`config.mk`:
```
export PLATFORM = sky130hd
export DESIGN_NAME = first_fit_segment_allocator_unit_flat
export DESIGN_NICKNAME = d
export VERILOG_FILES = /design/src/rtl/fsa_pkg.sv /design/src/rtl/fsa_req_if.sv /design/src/rtl/fsa_rsp_if.sv /design/src/rtl/fsa_cell.sv /design/src/rtl/first_fit_segment_allocator_unit.sv /design/src/flat_wrapper.sv
export SDC_FILE = /design/constraint.sdc
export NUM_CORES = 2
export LEC_CHECK = 0
export ABC_AREA = 1
export BUFFER_PORTS_ARGS = -buffer_cell sky130_fd_sc_hd__buf_2
export CAP_MARGIN = 20
export CORE_MARGIN = 4
export CORE_UTILIZATION = 25
export CTS_CLUSTER_SIZE = 8
export DETAILED_ROUTE_END_ITERATION = 7
export GPL_TIMING_DRIVEN = 0
export HOLD_SLACK_MARGIN = 0.1
export PLACE_DENSITY_LB_ADDON = 0.12
export REMOVE_ABC_BUFFERS = 1
export SYNTH_ARGS = -nofsm -noshare
export SYNTH_HDL_FRONTEND = slang
export SYNTH_SLANG_ARGS = --single-unit
```
`constraint.sdc`:
```
create_clock -name clk -period 5.5 [get_ports clk]
set_input_delay 0.55 -clock clk [delete_from_list [all_inputs] [get_ports clk]]
set_output_delay 0.55 -clock clk [all_outputs]
set_load 0.05 [all_outputs]
```
`src/rtl/fsa_pkg.sv`:
```
package fsa_pkg;

  localparam int LIMIT_W = 17;
  localparam int WASTE_W = 16;
  localparam int CFG_DW = 17;
  localparam int CFG_IW = 1;
  localparam int STATUS_W = 2;

  localparam logic [CFG_IW-1:0] CFG_HEAP_LIMIT = 1'b0;
  localparam logic [CFG_IW-1:0] CFG_WASTE_LIMIT = 1'b1;

  localparam logic OP_ALLOC = 1'b0;
  localparam logic OP_FREE = 1'b1;

  localparam logic [LIMIT_W-1:0] HEAP_LIMIT_RST = 17'h10000;
  localparam logic [WASTE_W-1:0] WASTE_LIMIT_RST = 16'd16;

  typedef enum logic [STATUS_W-1:0] {
    ST_OK      = 2'd0,
    ST_OOM     = 2'd1,
    ST_NOMATCH = 2'd2,
    ST_FULL    = 2'd3
  } status_t;

  typedef enum logic [2:0] {
    CELL_HOLD = 3'd0,
    CELL_ROT  = 3'd1,
    CELL_WR   = 3'd2,
    CELL_INS  = 3'd3,
    CELL_DEL  = 3'd4
  } cell_op_t;

  typedef struct packed {
    cell_op_t op;
    logic     a_used;
  } cell_ctl_t;

endpackage

```
`src/rtl/fsa_req_if.sv`:
```
interface fsa_req_if #(parameter int OFFSET_WIDTH = 16);
  logic                    valid;
  logic                    ready;
  logic                    op;
  logic [OFFSET_WIDTH-1:0] req_size;
  logic [OFFSET_WIDTH-1:0] req_offset;

  modport source (output valid, output op, output req_size, output req_offset, input ready);
  modport sink (input valid, input op, input req_size, input req_offset, output ready);
endinterface

```
`src/rtl/fsa_rsp_if.sv`:
```
interface fsa_rsp_if #(parameter int OFFSET_WIDTH = 16);
  logic                    valid;
  logic                    ready;
  logic [OFFSET_WIDTH-1:0] grant_offset;
  logic [1:0]              status;

  modport source (output valid, output grant_offset, output status, input ready);
  modport sink (input valid, input grant_offset, input status, output ready);
endinterface

```
`src/rtl/fsa_cell.sv`:
```
module fsa_cell
  import fsa_pkg::*;
#(
  parameter int IW = 6,
  parameter int OW = 16,
  parameter int K = 0
) (
  input  logic          clk,
  input  cell_ctl_t     ctl,
  input  logic [IW-1:0] idx,
  input  logic [OW-1:0] a_size,
  input  logic [OW-1:0] b_size,
  input  logic [OW-1:0] left_size,
  input  logic          left_used,
  input  logic [OW-1:0] right_size,
  input  logic          right_used,
  output logic [OW-1:0] size,
  output logic          used
);

  localparam logic [IW:0] KX = (IW+1)'(K);

  logic [IW:0] idx_x;
  logic [IW:0] idx_p1;

  assign idx_x = {1'b0, idx};
  assign idx_p1 = idx_x + 1'b1;

  // Rotation walks the table past cell 0; insert and delete open or close a gap.
  always_ff @(posedge clk) begin
    case (ctl.op)
      CELL_ROT: begin
        size <= right_size;
        used <= right_used;
      end
      CELL_WR: begin
        if (KX == idx_x) begin
          size <= a_size;
          used <= ctl.a_used;
        end
      end
      CELL_INS: begin
        if (KX == idx_x) begin
          size <= a_size;
          used <= ctl.a_used;
        end else if (KX == idx_p1) begin
          size <= b_size;
          used <= 1'b0;
        end else if (KX > idx_p1) begin
          size <= left_size;
          used <= left_used;
        end
      end
      CELL_DEL: begin
        if (KX > idx_x) begin
          size <= right_size;
          used <= right_used;
        end
      end
      default: begin
      end
    endcase
  end

endmodule

```
`src/rtl/first_fit_segment_allocator_unit.sv`:
```
// An accepted request beat rotates the whole segment cell chain past cell 0 in S_SCAN,
// then S_DECIDE picks the result; a table write passes through S_FIN, and a merge of
// free neighbours first deletes the absorbed segments in S_DEL. S_DONE then issues the
// result beat, held back by any result stall. A new request is taken only once the
// previous result has been issued, as the full rotation of the chain runs per request.
// Reset clears the segment count, the heap top and the result valid, and loads the
// default limits; the segment cells themselves are not cleared.
module first_fit_segment_allocator_unit
  import fsa_pkg::*;
#(
  parameter int MAX_SEGMENTS = 64,
  parameter int OFFSET_WIDTH = 16
) (
  input  logic               clk,
  input  logic               rst,
  input  logic               cfg_we,
  input  logic [CFG_IW-1:0]  cfg_index,
  input  logic [CFG_DW-1:0]  cfg_data,
  fsa_req_if.sink            req,
  fsa_rsp_if.source          rsp
);

  localparam int N = MAX_SEGMENTS;
  localparam int OW = OFFSET_WIDTH;
  localparam int IW = $clog2(N);
  localparam int CW = $clog2(N + 1);
  localparam int AW = ((OW > LIMIT_W) ? OW : LIMIT_W) + 2;

  typedef enum logic [5:0] {
    S_IDLE   = 6'b000001,
    S_SCAN   = 6'b000010,
    S_DECIDE = 6'b000100,
    S_DEL    = 6'b001000,
    S_FIN    = 6'b010000,
    S_DONE   = 6'b100000
  } state_t;

  state_t state;

  logic [LIMIT_W-1:0] heap_limit;
  logic [WASTE_W-1:0] waste_limit;
  logic [CW-1:0]      seg_count;
  logic [OW:0]        heap_top;

  logic               op_q;
  logic [OW-1:0]      req_q;
  logic [OW-1:0]      roff_q;
  logic [IW-1:0]      ctr;
  logic [OW:0]        off;

  logic               ff_found;
  logic [IW-1:0]      ff_idx;
  logic [OW:0]        ff_off;
  logic [OW-1:0]      ff_size;

  logic               run;
  logic [IW-1:0]      run_s;
  logic [OW:0]        run_off;
  logic [OW:0]        run_sum;
  logic               mg_found;
  logic [IW-1:0]      mg_i;

  logic               fm_found;
  logic [IW-1:0]      fm_idx;
  logic [OW-1:0]      fm_size;
  logic               lu_v;
  logic [IW-1:0]      lu_k;
  logic [OW:0]        lu_end;

  cell_op_t           fin_op;
  logic [IW-1:0]      fin_idx;
  logic [OW-1:0]      fin_a_size;
  logic               fin_a_used;
  logic [OW-1:0]      fin_b_size;
  logic [IW-1:0]      del_left;

  logic [OW-1:0]      res_off;
  status_t            res_status;
  logic               rsp_valid;
  logic [OW-1:0]      rsp_off;
  status_t            rsp_status;

  logic [OW-1:0]      sz [N];
  logic               us [N];

  cell_ctl_t          ctl;
  logic [IW-1:0]      ctl_idx;
  logic [OW-1:0]      ctl_a_size;
  logic [OW-1:0]      ctl_b_size;

  // Scan of the entry currently sitting in cell 0.
  logic               live;
  logic [OW:0]        off_add;
  logic [OW:0]        run_add;
  logic               ff_hit;
  logic               fm_hit;

  assign live = CW'(ctr) < seg_count;
  assign off_add = off + (OW+1)'(sz[0]);
  assign run_add = run_sum + (OW+1)'(sz[0]);
  assign ff_hit = live && !ff_found && !us[0] && (sz[0] >= req_q);
  assign fm_hit = live && !fm_found && (off == {1'b0, roff_q});

  // Decision terms.
  logic [AW-1:0]      lim_a;
  logic [AW-1:0]      cap_a;
  logic [AW-1:0]      lim_eff;
  logic               fits;
  logic               split_ff;
  logic               split_mg;
  logic [IW-1:0]      gap;

  assign lim_a = AW'(heap_limit);
  assign cap_a = AW'(1) << OW;
  assign lim_eff = (lim_a < cap_a) ? lim_a : cap_a;
  assign fits = (AW'(heap_top) + AW'(req_q)) < lim_eff;
  assign split_ff = (AW'(ff_size) > (AW'(waste_limit) + AW'(req_q)))
                    && (seg_count < CW'(N));
  assign split_mg = AW'(run_sum) > (AW'(waste_limit) + AW'(req_q));
  assign gap = mg_i - run_s;

  always_comb begin
    ctl.op = CELL_HOLD;
    ctl.a_used = fin_a_used;
    ctl_idx = fin_idx;
    ctl_a_size = fin_a_size;
    ctl_b_size = fin_b_size;
    case (state)
      S_SCAN: ctl.op = CELL_ROT;
      S_DEL: begin
        ctl.op = CELL_DEL;
        ctl_idx = run_s;
      end
      S_FIN: ctl.op = fin_op;
      default: ctl.op = CELL_HOLD;
    endcase
  end

  for (genvar k = 0; k < N; k++) begin : g_cell
    localparam int L = (k == 0) ? 0 : k - 1;
    localparam int R = (k == N - 1) ? 0 : k + 1;
    fsa_cell #(
      .IW(IW),
      .OW(OW),
      .K (k)
    ) u_cell (
      .clk       (clk),
      .ctl       (ctl),
      .idx       (ctl_idx),
      .a_size    (ctl_a_size),
      .b_size    (ctl_b_size),
      .left_size (sz[L]),
      .left_used (us[L]),
      .right_size(sz[R]),
      .right_used(us[R]),
      .size      (sz[k]),
      .used      (us[k])
    );
  end

  assign req.ready = (state == S_IDLE);
  assign rsp.valid = rsp_valid;
  assign rsp.grant_offset = rsp_off;
  assign rsp.status = rsp_status;

  always_ff @(posedge clk) begin
    if (rst) begin
      heap_limit <= HEAP_LIMIT_RST;
      waste_limit <= WASTE_LIMIT_RST;
    end else if (cfg_we) begin
      case (cfg_index)
        CFG_HEAP_LIMIT: heap_limit <= cfg_data;
        CFG_WASTE_LIMIT: waste_limit <= cfg_data[WASTE_W-1:0];
        default: begin
        end
      endcase
    end
  end

  always_ff @(posedge clk) begin
    if (rst) begin
      state <= S_IDLE;
      seg_count <= '0;
      heap_top <= '0;
      rsp_valid <= 1'b0;
    end else begin
      if (rsp_valid && rsp.ready && state != S_DONE) begin
        rsp_valid <= 1'b0;
      end
      case (state)
        S_IDLE: begin
          if (req.valid) begin
            op_q <= req.op;
            req_q <= req.req_size;
            roff_q <= req.req_offset;
            ctr <= '0;
            off <= '0;
            ff_found <= 1'b0;
            run <= 1'b0;
            run_sum <= '0;
            mg_found <= 1'b0;
            fm_found <= 1'b0;
            lu_v <= 1'b0;
            state <= S_SCAN;
          end
        end
        S_SCAN: begin
          off <= off_add;
          ctr <= ctr + 1'b1;
          if (ff_hit) begin
            ff_found <= 1'b1;
            ff_idx <= ctr;
            ff_off <= off;
            ff_size <= sz[0];
          end
          if (fm_hit) begin
            fm_found <= 1'b1;
            fm_idx <= ctr;
            fm_size <= sz[0];
          end
          if (live && us[0] && !fm_hit) begin
            lu_v <= 1'b1;
            lu_k <= ctr;
            lu_end <= off_add;
          end
          // A run of free entries only counts once it spans two or more.
          if (live && !mg_found) begin
            if (us[0]) begin
              run <= 1'b0;
            end else if (!run) begin
              run <= 1'b1;
              run_s <= ctr;
              run_sum <= (OW+1)'(sz[0]);
              run_off <= off;
            end else begin
              run_sum <= run_add;
              if (run_add >= (OW+1)'(req_q)) begin
                mg_found <= 1'b1;
                mg_i <= ctr;
              end
            end
          end
          if (ctr == IW'(N - 1)) begin
            state <= S_DECIDE;
          end
        end
        S_DECIDE: begin
          if (op_q == OP_FREE) begin
            res_off <= '0;
            if (fm_found) begin
              res_status <= ST_OK;
              fin_op <= CELL_WR;
              fin_idx <= fm_idx;
              fin_a_size <= fm_size;
              fin_a_used <= 1'b0;
              seg_count <= lu_v ? (CW'(lu_k) + 1'b1) : '0;
              heap_top <= lu_v ? lu_end : '0;
              state <= S_FIN;
            end else begin
              res_status <= ST_NOMATCH;
              state <= S_DONE;
            end
          end else if (ff_found) begin
            fin_idx <= ff_idx;
            fin_a_used <= 1'b1;
            res_off <= ff_off[OW-1:0];
            res_status <= ST_OK;
            if (split_ff) begin
              fin_op <= CELL_INS;
              fin_a_size <= req_q;
              fin_b_size <= ff_size - req_q;
              seg_count <= seg_count + 1'b1;
            end else begin
              fin_op <= CELL_WR;
              fin_a_size <= ff_size;
            end
            state <= S_FIN;
          end else if (fits) begin
            if (seg_count >= CW'(N)) begin
              res_off <= '0;
              res_status <= ST_FULL;
              state <= S_DONE;
            end else begin
              fin_op <= CELL_WR;
              fin_idx <= seg_count[IW-1:0];
              fin_a_size <= req_q;
              fin_a_used <= 1'b1;
              seg_count <= seg_count + 1'b1;
              heap_top <= heap_top + (OW+1)'(req_q);
              res_off <= heap_top[OW-1:0];
              res_status <= ST_OK;
              state <= S_FIN;
            end
          end else if (mg_found) begin
            fin_idx <= run_s;
            fin_a_used <= 1'b1;
            del_left <= gap;
            res_off <= run_off[OW-1:0];
            res_status <= ST_OK;
            if (split_mg) begin
              fin_op <= CELL_INS;
              fin_a_size <= req_q;
              fin_b_size <= run_sum[OW-1:0] - req_q;
              seg_count <= seg_count - CW'(gap) + 1'b1;
            end else begin
              fin_op <= CELL_WR;
              fin_a_size <= run_sum[OW-1:0];
              seg_count <= seg_count - CW'(gap);
            end
            state <= S_DEL;
          end else begin
            res_off <= '0;
            res_status <= ST_OOM;
            state <= S_DONE;
          end
        end
        S_DEL: begin
          del_left <= del_left - 1'b1;
          if (del_left == IW'(1)) begin
            state <= S_FIN;
          end
        end
        S_FIN: begin
          state <= S_DONE;
        end
        S_DONE: begin
          if (!rsp_valid || rsp.ready) begin
            rsp_valid <= 1'b1;
            rsp_off <= res_off;
            rsp_status <= res_status;
            state <= S_IDLE;
          end
        end
        default: state <= S_IDLE;
      endcase
    end
  end

  a_count_bound: assert property (@(posedge clk) disable iff (rst)
    seg_count <= CW'(N))
    else $error("segment count exceeds table depth");

  a_top_fits: assert property (@(posedge clk) disable iff (rst)
    heap_top[OW] == 1'b0)
    else $error("heap top outside offset range");

  a_accept_scans: assert property (@(posedge clk) disable iff (rst)
    (req.valid && req.ready) |=> (state == S_SCAN && ctr == '0))
    else $error("accepted request did not start a scan");

  a_del_nonzero: assert property (@(posedge clk) disable iff (rst)
    (state == S_DEL) |-> (del_left != '0))
    else $error("merge delete count underflow");

endmodule
```
`src/flat_wrapper.sv`:
```
// flat-port wrapper written by rule: the top's interface ports become plain ports
module first_fit_segment_allocator_unit_flat import fsa_pkg::*;
#(
  parameter int MAX_SEGMENTS = 64,
  parameter int OFFSET_WIDTH = 16
)
  (clk, rst, cfg_we, cfg_index, cfg_data, req_valid, req_op, req_req_size, req_req_offset, req_ready, rsp_valid, rsp_grant_offset, rsp_status, rsp_ready);
  fsa_req_if #(.OFFSET_WIDTH(OFFSET_WIDTH)) req_i ();
  fsa_rsp_if #(.OFFSET_WIDTH(OFFSET_WIDTH)) rsp_i ();
  input  logic clk;
  input  logic rst;
  input  logic cfg_we;
  input  logic [CFG_IW-1:0] cfg_index;
  input  logic [CFG_DW-1:0] cfg_data;
  input wire logic [$bits(req_i.valid)-1:0] req_valid;
  input wire logic [$bits(req_i.op)-1:0] req_op;
  input wire logic [$bits(req_i.req_size)-1:0] req_req_size;
  input wire logic [$bits(req_i.req_offset)-1:0] req_req_offset;
  output wire logic [$bits(req_i.ready)-1:0] req_ready;
  output wire logic [$bits(rsp_i.valid)-1:0] rsp_valid;
  output wire logic [$bits(rsp_i.grant_offset)-1:0] rsp_grant_offset;
  output wire logic [$bits(rsp_i.status)-1:0] rsp_status;
  input wire logic [$bits(rsp_i.ready)-1:0] rsp_ready;
  assign req_i.valid = req_valid;
  assign req_i.op = req_op;
  assign req_i.req_size = req_req_size;
  assign req_i.req_offset = req_req_offset;
  assign req_ready = req_i.ready;
  assign rsp_valid = rsp_i.valid;
  assign rsp_grant_offset = rsp_i.grant_offset;
  assign rsp_status = rsp_i.status;
  assign rsp_i.ready = rsp_ready;
  first_fit_segment_allocator_unit #(.MAX_SEGMENTS(MAX_SEGMENTS), .OFFSET_WIDTH(OFFSET_WIDTH)) u_core (.clk(clk), .rst(rst), .cfg_we(cfg_we), .cfg_index(cfg_index), .cfg_data(cfg_data), .req(req_i), .rsp(rsp_i));
endmodule
```
==> impl_metrics.yaml <==
clock_tree:
  clk_pin_slew_ns: 0.05
  htreeDepth: 4
  worstSkewPairLatency_ns: 0.94
  cts_inserted_buffers: 205
  clockBufferDepth: 4
  cts_root_buf: "clkbuf_16"
  cts_tree: "built"
  clkSinkCount: 1423
global_routing:
  grt_max_degree: 140
  grt_pass1_vias: 85810
  gr-total-overflow: 0
  antenna_found_initial: 32
  grt_pass1_wl_mm: 673.7
  grt_usage_pct: 25.49
finish:
  regArea_sq_mm: 0.04209
  fillers: 37460
  nNetsFinal: 10890
  layout_commonest_cell: "nand2_1"
  drive_gt1_share_pct: 11.19
  syn_to_final_growth_pct: 21.99
  multi_input_area_sq_mm: 0.04191
  finalNonFillerCells: 15480
  final_cell_mix: "nand2_1, o21ai_0, edfxtp_1, a21oi_1, nand3_1"
status:
  violations: "setup timing"
  status: "complete, but fails checks"
yosys:
  synth-edff-count: 1359
  synthFlopType: "edfxtp_1"
  synth_xor_area_share_pct: 0.9922
  ys_types: 56
  async_flop_share_pct: 0
  syn_area_per_cell_sq_um: 8.263
  synth_top_family_by_area: "compound AO/OA/AOI/OAI gates"
  netlist_area_sq_mm: 0.08915
  synth_cells: 10790
  synthSimpleGateAreaFrac_pct: 17.21
  yosysSeqAreaShare_pct: 47.21
  yosysWarnings: 0
  synth_compound_area_share_pct: 24.43
  synth_fa_ha_area_share_pct: 2.740
  ys_ff_latch: 1423
  yosys-mux-area-fraction_pct: 0
floorplan:
  die_w_um: 605.2
  die-height_um: 605.2
  fp.coreArea_sq_mm: 0.3554
  rows: 219
  dieArea_sq_mm: 0.3662
  ioPinCount: 76
  start_util_pct: 25.09
placed_design:
  hpwl_mm: 329.2
  place.gp.congestion: 0.9140
  port-buffer-count: 75
  dp.cells: 14930
  post-place-ws_ns: -3.448
timing:
  setup_viol: 24
  final.setup_skew_ns: 0.1057
  worst_pin_slew_ns: 1.207
  post-route-period-util_pct: 102.5
  tns_ns: -2.318
  layout_setup_ws_ns: -0.1379
  hold_ws_ns: 0.1228
  slew_headroom_pct: 19.51
  max_freq_ghz: 0.1774
  rsz0062_at_grt: "true"
  maxSlewViolCount: 0
  period_minus_slack_ns: 5.638
  finalHoldViolations: 0
power:
  powerDensity_mw_per_mm2: 245.1
  p_leak_uw: 0.04233
  ir_drop_v: 0.0002389
routing:
  firstDrtPassIters: 6
  drt_iter0_drc: 10830
  wire_per_inst_um: 31.65
  vias_per_cell: 5.753
  final_antenna_net_count: 0
  drcViolationCount: 0
  drt-total-wl_mm: 490.1
  dr_total_vias: 89080
worst_hold_path:
  worstHoldPathType: "input pin to register"
setup_path:
  worstPathMaxFanout: 35
  startpoint_type: "register"
  arrival_ns: 6.24
  required_ns: 6.10
  end_kind: "register"
  critPathKind: "register to register"
run:
  cap_violations: 0
## registers in the layout, indices dropped and copies added, names as in the netlist, 17 cells and up
register / count
u_core.off: 17
u_core.lu_end: 17
u_core.g_cell.u_cell.used: 64
u_core.g_cell.u_cell.size: 1024
u_core.run_sum: 17
u_core.heap_top: 17
u_core.heap_limit: 17
## synth_stat cells (79+ instances only)
master / count / area, sq um
o211ai_1: 638 / 4790
edfxtp_1: 1359 / 40810
nand3_1: 806 / 4034
nand2_1: 2050 / 7695
o21ai_1: 84 / 420.4
a21oi_1: 845 / 4229
a211oi_1: 113 / 848.3
o21ai_0: 1512 / 7567
ha_1: 184 / 2302
inv_1: 670 / 2515
clkbuf_1: 895 / 3359
nor2_1: 655 / 2459
buf_2: 84 / 420.4
xor2_1: 79 / 691.9
o221ai_1: 322 / 2820
## report_power, final
group	internal, uW	total [uW]	switching (uW)
combinational	729	1970	1240
clock	6910	12200	5290
sequential	12200	12500	262
total	19900	26700	6800
## critical path: stages, from the launching register on
cell,delay [ns]
dfxtp_1,0.35
inv_1,0.06
nor2_1,0.17
nand3_4,0.24
buf_16,0.26
nand2_1,0.25
nand2_2,0.27
nor2_2,0.70
inv_1,0.63
nor2_1,0.22
inv_1,0.13
nor2_1,0.46
buf_4,0.33
inv_1,0.18
nand2_1,0.15
nor2_1,0.09
a211oi_4,0.45
buf_6,0.24
## logic make-up (layout without fill, tap and decap cells)
group,after synthesis,after routing
buffers and inverters,1726,1649
AND/OR/NAND/NOR,3689,3696
AO/OA/AOI/OAI,3659,3659
adder cells (fa/ha/maj),191,191
flip-flops,1423,1423
XOR/XNOR,101,101
other,0,13
## cell type report
class                      count  area share (%)
antenna                       13         0.02991
clock buffer                 266           5.015
sequential                  1423           38.70
tap                         4751           5.466
timing repair buffer         637           9.239
clock inverter                16          0.1852
inverter                     723           2.792
multi-input combinational   7647           38.53
timing repair inverter         7         0.04027
## routing by layer
metal | up-vias | routed length [um] | global-route usage (%)
met2 | 4700 | 221500 | 40.82
met4 | 10 | 30070 | 13.22
met1 | 44600 | 198800 | 32.90
met3 | 1187 | 39650 | 4.373
li1 | 38580 | - | -
met5 | - | 59 | 0
## what timing repair did
action | in CTS | in global routing
buffers inserted | 100 | 60
gates cloned | 29 | 8
hold endpoints to repair | 75 | 1
resized for setup | 207 | 60
pin swaps | 24 | 22
setup endpoints to repair | 2276 | 1167
hold buffers | 54 | 1
## worst paths after layout
check | startpoint | end | slack, ns | depth (start not counted)
max | u_core.state[3] | u_core.g_cell[12].u_cell.size[10] | -0.14 | 17
min | cfg_we | u_core.heap_limit[16] | 0.12 | 4
max reg2reg | u_core.state[3] | u_core.g_cell[12].u_cell.size[10] | -0.14 | 17
min reg2reg | u_core.res_off[5] | u_core.rsp.grant_offset[5] | 0.42 | 0
## stage by stage
stage	power, uW	util, %	cell area [sq um]
global route	27490	30.59	108700
floorplan	13730	-	85250
CTS	26830	30.28	107600
global placement	14450	25.77	91570
finish	26650	30.60	108800
detailed placement	14510	27.77	98680
(Power assumes the default switching activity.)
